===== src/design/sevseg_pkg.sv =====
// Package for the two-counter seven-segment framer.
// Holds the command bytes, byte slot codes, segment types and the digit-to-segment map.
// No dependencies.
`default_nettype none

package sevseg_pkg;

    localparam logic [7:0] DATA_CMD  = 8'h40;   // auto-increment data command
    localparam logic [7:0] ADDR_CMD  = 8'hC0;   // address of first digit
    localparam logic [6:0] MAX_COUNT = 7'd99;

    // byte slots within one six-byte run
    localparam logic [2:0] SLOT_DATA     = 3'd0;
    localparam logic [2:0] SLOT_ADDR     = 3'd1;
    localparam logic [2:0] SLOT_L_TENS   = 3'd2;
    localparam logic [2:0] SLOT_L_UNITS  = 3'd3;
    localparam logic [2:0] SLOT_R_TENS   = 3'd4;
    localparam logic [2:0] SLOT_R_UNITS  = 3'd5;

    typedef struct packed {
        logic [7:0] tens;
        logic [7:0] units;
    } digit_seg_t;

    typedef struct packed {
        digit_seg_t left_pair;
        digit_seg_t right_pair;
    } seg_set_t;

    function automatic logic [7:0] seg_of(input logic [3:0] digit);
        logic [7:0] seg;
        case (digit)
            4'd0:    seg = 8'h3F;
            4'd1:    seg = 8'h06;
            4'd2:    seg = 8'h5B;
            4'd3:    seg = 8'h4F;
            4'd4:    seg = 8'h66;
            4'd5:    seg = 8'h6D;
            4'd6:    seg = 8'h7D;
            4'd7:    seg = 8'h07;
            4'd8:    seg = 8'h7F;
            4'd9:    seg = 8'h6F;
            default: seg = 8'h00;
        endcase
        return seg;
    endfunction

endpackage

`default_nettype wire


===== src/design/sevseg_lane.sv =====
// One digit-pair lane: saturates a count, splits it into tens and units, maps to segments.
// Depends on sevseg_pkg.
`default_nettype none

module sevseg_lane (
    input  wire logic [6:0]            count,
    output sevseg_pkg::digit_seg_t     segs
);

    logic [6:0]  clamped;
    logic [14:0] prod;
    logic [3:0]  tens;
    logic [6:0]  tens_x10;
    logic [6:0]  units_wide;
    logic [3:0]  units;

    assign clamped    = (count > sevseg_pkg::MAX_COUNT) ? sevseg_pkg::MAX_COUNT : count;
    // c/10 as (c*205)>>11, exact for c <= 99
    assign prod       = 15'(clamped) * 15'd205;
    assign tens       = prod[14:11];
    assign tens_x10   = 7'({tens, 3'b000}) + 7'({tens, 1'b0});
    assign units_wide = clamped - tens_x10;
    assign units      = units_wide[3:0];

    // leading zero blanks
    assign segs.tens  = (tens == 4'd0) ? 8'h00 : sevseg_pkg::seg_of(tens);
    assign segs.units = sevseg_pkg::seg_of(units);

endmodule

`default_nettype wire


===== src/design/sevseg_merge.sv =====
// Merging stage: holds the segment bytes of one update and emits the six-byte run.
// Depends on sevseg_pkg.
`default_nettype none

module sevseg_merge (
    input  wire logic                  clk,
    input  wire logic                  rst_n,
    input  wire logic                  in_valid,
    output logic                       in_ready,
    input  wire sevseg_pkg::seg_set_t  segs,
    output logic                       out_valid,
    input  wire logic                  out_ready,
    output logic [7:0]                 frame_byte,
    output logic                       start_before,
    output logic                       stop_after,
    output logic                       last
);

    logic                 busy_reg, busy_next;
    logic [2:0]           idx_reg, idx_next;
    sevseg_pkg::seg_set_t segs_reg, segs_next;
    logic                 out_valid_reg, out_valid_next;
    logic [7:0]           byte_reg, byte_next;
    logic                 start_reg, start_next;
    logic                 stop_reg, stop_next;
    logic                 last_reg, last_next;

    logic load;
    logic fin;
    logic accept;

    assign load     = busy_reg && (!out_valid_reg || out_ready);
    assign fin      = load && (idx_reg == sevseg_pkg::SLOT_R_UNITS);
    // next update may enter on the cycle the last byte moves to the output
    assign in_ready = !busy_reg || fin;
    assign accept   = in_valid && in_ready;

    always_comb
    begin
        busy_next      = accept ? 1'b1 : (fin ? 1'b0 : busy_reg);
        idx_next       = accept ? 3'd0 : (load ? idx_reg + 3'd1 : idx_reg);
        segs_next      = accept ? segs : segs_reg;
        out_valid_next = load ? 1'b1 : (out_ready ? 1'b0 : out_valid_reg);

        byte_next  = byte_reg;
        start_next = start_reg;
        stop_next  = stop_reg;
        last_next  = last_reg;
        if (load)
        begin
            start_next = 1'b0;
            stop_next  = 1'b0;
            last_next  = 1'b0;
            unique case (idx_reg)
                sevseg_pkg::SLOT_DATA:
                begin
                    byte_next  = sevseg_pkg::DATA_CMD;
                    start_next = 1'b1;
                    stop_next  = 1'b1;
                end
                sevseg_pkg::SLOT_ADDR:
                begin
                    byte_next  = sevseg_pkg::ADDR_CMD;
                    start_next = 1'b1;
                end
                sevseg_pkg::SLOT_L_TENS:  byte_next = segs_reg.left_pair.tens;
                sevseg_pkg::SLOT_L_UNITS: byte_next = segs_reg.left_pair.units;
                sevseg_pkg::SLOT_R_TENS:  byte_next = segs_reg.right_pair.tens;
                sevseg_pkg::SLOT_R_UNITS:
                begin
                    byte_next = segs_reg.right_pair.units;
                    stop_next = 1'b1;
                    last_next = 1'b1;
                end
                default:                  byte_next = byte_reg;
            endcase
        end
    end

    always_ff @(posedge clk or negedge rst_n)
    begin
        if (!rst_n)
        begin
            busy_reg      <= 1'b0;
            idx_reg       <= sevseg_pkg::SLOT_DATA;
            out_valid_reg <= 1'b0;
        end
        else
        begin
            busy_reg      <= busy_next;
            idx_reg       <= idx_next;
            out_valid_reg <= out_valid_next;
        end
    end

    always_ff @(posedge clk)
    begin
        segs_reg  <= segs_next;
        byte_reg  <= byte_next;
        start_reg <= start_next;
        stop_reg  <= stop_next;
        last_reg  <= last_next;
    end

    assign out_valid    = out_valid_reg;
    assign frame_byte   = byte_reg;
    assign start_before = start_reg;
    assign stop_after   = stop_reg;
    assign last         = last_reg;

endmodule

`default_nettype wire


===== src/design/two_counter_seven_segment_framer.sv =====
// Top level of the two-counter seven-segment framer: two digit lanes and the merging stage.
// Depends on sevseg_pkg, sevseg_lane and sevseg_merge.
//
//   channel  | handshake            | payload
//   ---------+----------------------+-------------------------------------------------
//   input    | in_valid / in_ready  | left_count, right_count
//   output   | out_valid / out_ready| frame_byte, start_before, stop_after, last
//
// Each update produces six output transfers, one per cycle when out_ready stays high;
// the six-slot byte counter in the merge stage steps through them.
// After the input transfer the first byte goes through the busy flag, then the output register.
// The next update is accepted in the cycle the sixth byte enters the output register.
// Output stalls hold the run in place; reset clears the counter, the busy flag and the valid flag.
`default_nettype none

module two_counter_seven_segment_framer (
    input  wire logic       clk,
    input  wire logic       rst_n,
    input  wire logic       in_valid,
    output logic            in_ready,
    input  wire logic [6:0] left_count,
    input  wire logic [6:0] right_count,
    output logic            out_valid,
    input  wire logic       out_ready,
    output logic [7:0]      frame_byte,
    output logic            start_before,
    output logic            stop_after,
    output logic            last
);

    sevseg_pkg::seg_set_t lane_segs;

    sevseg_lane u_lane_left (
        .count (left_count),
        .segs  (lane_segs.left_pair)
    );

    sevseg_lane u_lane_right (
        .count (right_count),
        .segs  (lane_segs.right_pair)
    );

    sevseg_merge u_merge (
        .clk          (clk),
        .rst_n        (rst_n),
        .in_valid     (in_valid),
        .in_ready     (in_ready),
        .segs         (lane_segs),
        .out_valid    (out_valid),
        .out_ready    (out_ready),
        .frame_byte   (frame_byte),
        .start_before (start_before),
        .stop_after   (stop_after),
        .last         (last)
    );

`ifndef NO_ASSERTIONS
    // an accepted update has a byte waiting on the output once the busy flag and then the output register are loaded
    assert property (@(posedge clk) disable iff (!rst_n)
        in_valid && in_ready |=> ##1 out_valid)
        else $error("no output byte after input transfer");

    // a start without stop is always the address frame opener
    assert property (@(posedge clk) disable iff (!rst_n)
        out_valid && start_before && !stop_after |-> frame_byte == sevseg_pkg::ADDR_CMD)
        else $error("address frame opener corrupted");

    // last byte closes the frame
    assert property (@(posedge clk) disable iff (!rst_n)
        out_valid && last |-> stop_after && !start_before)
        else $error("last byte without stop");
`endif

endmodule

`default_nettype wire

===== config.mk =====
export PLATFORM = sky130hd
export DESIGN_NAME = two_counter_seven_segment_framer
export DESIGN_NICKNAME = d
export VERILOG_FILES = /design/src/design/sevseg_pkg.sv /design/src/design/sevseg_lane.sv /design/src/design/sevseg_merge.sv /design/src/design/two_counter_seven_segment_framer.sv
export SDC_FILE = /design/constraint.sdc
export NUM_CORES = 1
export LEC_CHECK = 0
export ABC_AREA = 1
export BUFFER_PORTS_ARGS = -buffer_cell sky130_fd_sc_hd__buf_2
export CAP_MARGIN = 20
export CORE_MARGIN = 5
export CORE_UTILIZATION = 40
export CTS_BUF_LIST = sky130_fd_sc_hd__clkbuf_8
export DETAILED_ROUTE_END_ITERATION = 10
export GPL_ROUTABILITY_DRIVEN = 0
export GPL_TIMING_DRIVEN = 0
export PLACE_DENSITY = 0.62
export SLEW_MARGIN = 0
export SYNTH_ARGS = -nofsm -noshare
export SYNTH_HDL_FRONTEND = slang
export SYNTH_HIERARCHICAL = 1
export SYNTH_SLANG_ARGS = --single-unit
export TNS_END_PERCENT = 100

===== constraint.sdc =====
create_clock -name clk -period 6.45 [get_ports clk]
set_input_delay 0.645 -clock clk [delete_from_list [all_inputs] [get_ports clk]]
set_output_delay 0.645 -clock clk [all_outputs]
set_load 0.02 [all_outputs]

==> results by group <==
Layout
  – Max FFs per register: 32
  – Fillers: 1263
  – Final net count: roughly 820
  – Most common cell after layout, fill and taps aside: nand2_1
  – ANT cells: 0
  – Share of cells above drive strength 1: between 10 and 15%
  – Util after Layout: between 40 and 50%
  – Final non-filler cell area: between 5000 and 6000 sq um
  – Area Overhead vs Synth: 9.74%
  – Most frequent cells in the layout: 160 x nand2_1, 110 x inv_1, 97 x ha_1, 48 x nor2_1, 43 x edfxtp_1

Clocking
  – Setup Buffers After CTS: 0
  – Clock sink total: 48
  – CTS resizes: 0
  – CTS tree: done
  – Clock root cell: clkbuf_8
  – Num CTS Buffers: 5
  – Clock-pin slew on the worst setup and hold paths: about 0.090 ns
  – Buffers from clock root to sink, at most: 2
  – H-tree depth: 2
  – Hold_buf cts: 0
  – Clk_lat worst skew: ~0.30 ns

Setup path
  – CP Capture Type: flip-flop
  – Critical R2R Capture: u_merge/segs_reg[9]
  – R2r setup slk: roughly 4.3 ns
  – Kind of critical path: in2reg
  – CP max FO: 6
  – R2R depth: 9
  – Crit-path max cell delay: 0.42 ns
  – CP delay by family, top: adder cells
  – Most common cell type on the critical path: inv_1
  – Slowest cell on the critical path: fa_1
  – WP buf/inv: 9
  – Startpoint types: input pin
  – Crit Reg-Reg Startpoint: u_merge/idx_reg[1]
  – Critical path data required time: ~6.6 ns
  – Critical Path Sink: u_merge/segs_reg[0]
  – Worst Setup SP: right_count[5]
  – Levels on crit path: 30
  – Arrival time worst endpoint: 5.62 ns

Floorplan
  – Row cnt: 41
  – Die ar.: around 16000 sq um
  – Die Wd: 125 um
  – Core Area: ~13000 sq um
  – Num ports: 31
  – Height of the die: ~120 um
  – Starting Density: 41.1%

Power and ir drop
  – Power density cells: 400 nW/um^2
  – Leakage: about 3.1 nW
  – Total power: about 2.3 mW
  – Peak supply drop: 114 uV

Placed design
  – Hpwl dp: 8440 um
  – Placement-stage cell area: ~5600 sq um
  – I/O Buffers: 30

Timing
  – Rel. slew slack: between 60% and 70%
  – Clk_skew: between 0.008 and 0.009 ns
  – Max Fclk: roughly 0.18 GHz
  – Unrepaired setup endpoints after global routing: no
  – Fin. Hold Viols: 0
  – Slew @ Worst Pin: between 0.5 and 0.6 ns
  – Setup violations, final: 0
  – Max-slew violation count: 0
  – Minimum clock period: between 5 and 6 ns
  – Fin Setup TNS: 0 ns
  – Tcrit/Tclk final: a little over four fifths

Detailed routing
  – Total wire length: 9440 um
  – Drt first-iter violations: 176
  – DRT Pass-1 Iters: 4
  – Total number of vias: roughly 4000
  – Via/cell ratio: around 4.7
  – Final ANT Viol Nets: 0
  – Drt wl/cell: roughly 11 um
  – Post-route DRC: 0

Run status
  – Status: finished, final reports clean

Global routing
  – Global-route wire length before repair: around 17000 um
  – GRT Util Overall: about 13%
  – Global route overflow: 0
  – Antenna violations before repair: 0
  – Vias in the first global route: between 3000 and 4000
  – Pin count of the biggest net entering global routing: 33

Synthesis
  – Yosys cell types: 35
  – Post-synth top area share: between 20% and 30%
  – Commonest register cell after synthesis: edfxtp_1
  – #FFs+latches synth: between 40 and 50
  – Post-synthesis async set-or-reset flop share: approximately a tenth
  – Avg Cell Area, Syn: between 8 and 9 sq um
  – Post-Syn Area: 5250 sq um
  – Synth area leaders: edfxtp_1 25%, ha_1 23%, nand2_1 11%
  – Seq/Total Area, Yosys: 27.0%
  – EDFF count, synth: 43
  – Area leader, netlist: edfxtp_1
  – Yosys warnings: 6
  – Cells after Synth: ~640

Min path
  – Min-Delay Path Class: in2async

Job
  – Max Cap Viol: 0
==> report_power, final <==
group | switching (mW) | internal, mW | total [mW]
clock | 0.0984 | 0.115 | 0.213
sequential | 0.0376 | 0.539 | 0.577
combinational | 0.968 | 0.550 | 1.52
total | 1.10 | 1.20 | 2.31
==> layout make-up <==
| cell class | count | area, sq um | share of cell area [%] |
|---|---|---|---|
| clock buffers | 5 | 68.8 | 1.19 |
| inverters | 116 | 445 | 7.73 |
| well taps | 172 | 215 | 3.73 |
| repair buffers | 31 | 178 | 3.08 |
| flip-flops and latches | 48 | 1420 | 24.6 |
| plain buffers | 10 | 60.1 | 1.04 |
| clock inverters | 3 | 42.5 | 0.738 |
| multi-input cells | 472 | 3340 | 57.9 |
==> logic make-up after synthesis <==
family	Yosys count	synth area share [%]
AOI/OAI and AO/OA	45	4.60
xor gates and xnor gates	7	1.31
adders and majority gates	113	29.2
buffers and inverters	126	9.62
DFF	48	27.0
other	2	0.143
and+or+nand+nor	303	28.2
==> layer usage <==
metal / part of all wire (%) / vias to the layer above / global-route usage (%)
met2: 49 / 48 / 22.5
met1: 47 / 1837 / 16.4
li1: - / 2116 / -
met3: 2.8 / 7 / 1.50
met4: 1.2 / 0 / 2.84
met5: 0 / - / 0
==> how the worst min path moves through the flow <==
stage | from | endpoint | slack, ns | cells after the start
4_1_cts | rst_n | u_merge/idx_reg[1] | 0.13 | 1
2_1_floorplan | rst_n | u_merge/busy_reg | 0.35 | 0
5_1_grt | rst_n | u_merge/idx_reg[1] | 0.13 | 1
3_3_place_gp | rst_n | u_merge/out_valid | 0.46 | 1
3_5_place_dp | rst_n | u_merge/out_valid | 0.46 | 1
6_report | rst_n | u_merge/idx_reg[1] | 0.14 | 1
==> synthesized netlist by cell type (6+ instances only) <==
cell      instances
nand2_1         160
a21oi_1          21
nand3_1          31
nand2_4          17
o21ai_0          18
nand2_2          11
edfxtp_1         43
nand4_1          10
fa_1             16
ha_1             97
inv_1           110
nor2_1           48
or2_2             6
==> per-stage QoR <==
| stage | hold WS [ns] | setup WS [ns] | instances |
|---|---|---|---|
| 2_1_floorplan | 0.349 | 1.38 | 646 |
| 3_3_place_gp | 0.462 | 0.750 | 848 |
| 3_5_place_dp | 0.465 | 0.668 | 848 |
| 4_1_cts | 0.131 | 0.977 | 856 |
| 5_1_grt | 0.131 | 0.540 | 857 |
| 6_report | 0.137 | 0.996 | 857 |
No activity file was read; power rests on OpenSTA's default activity.
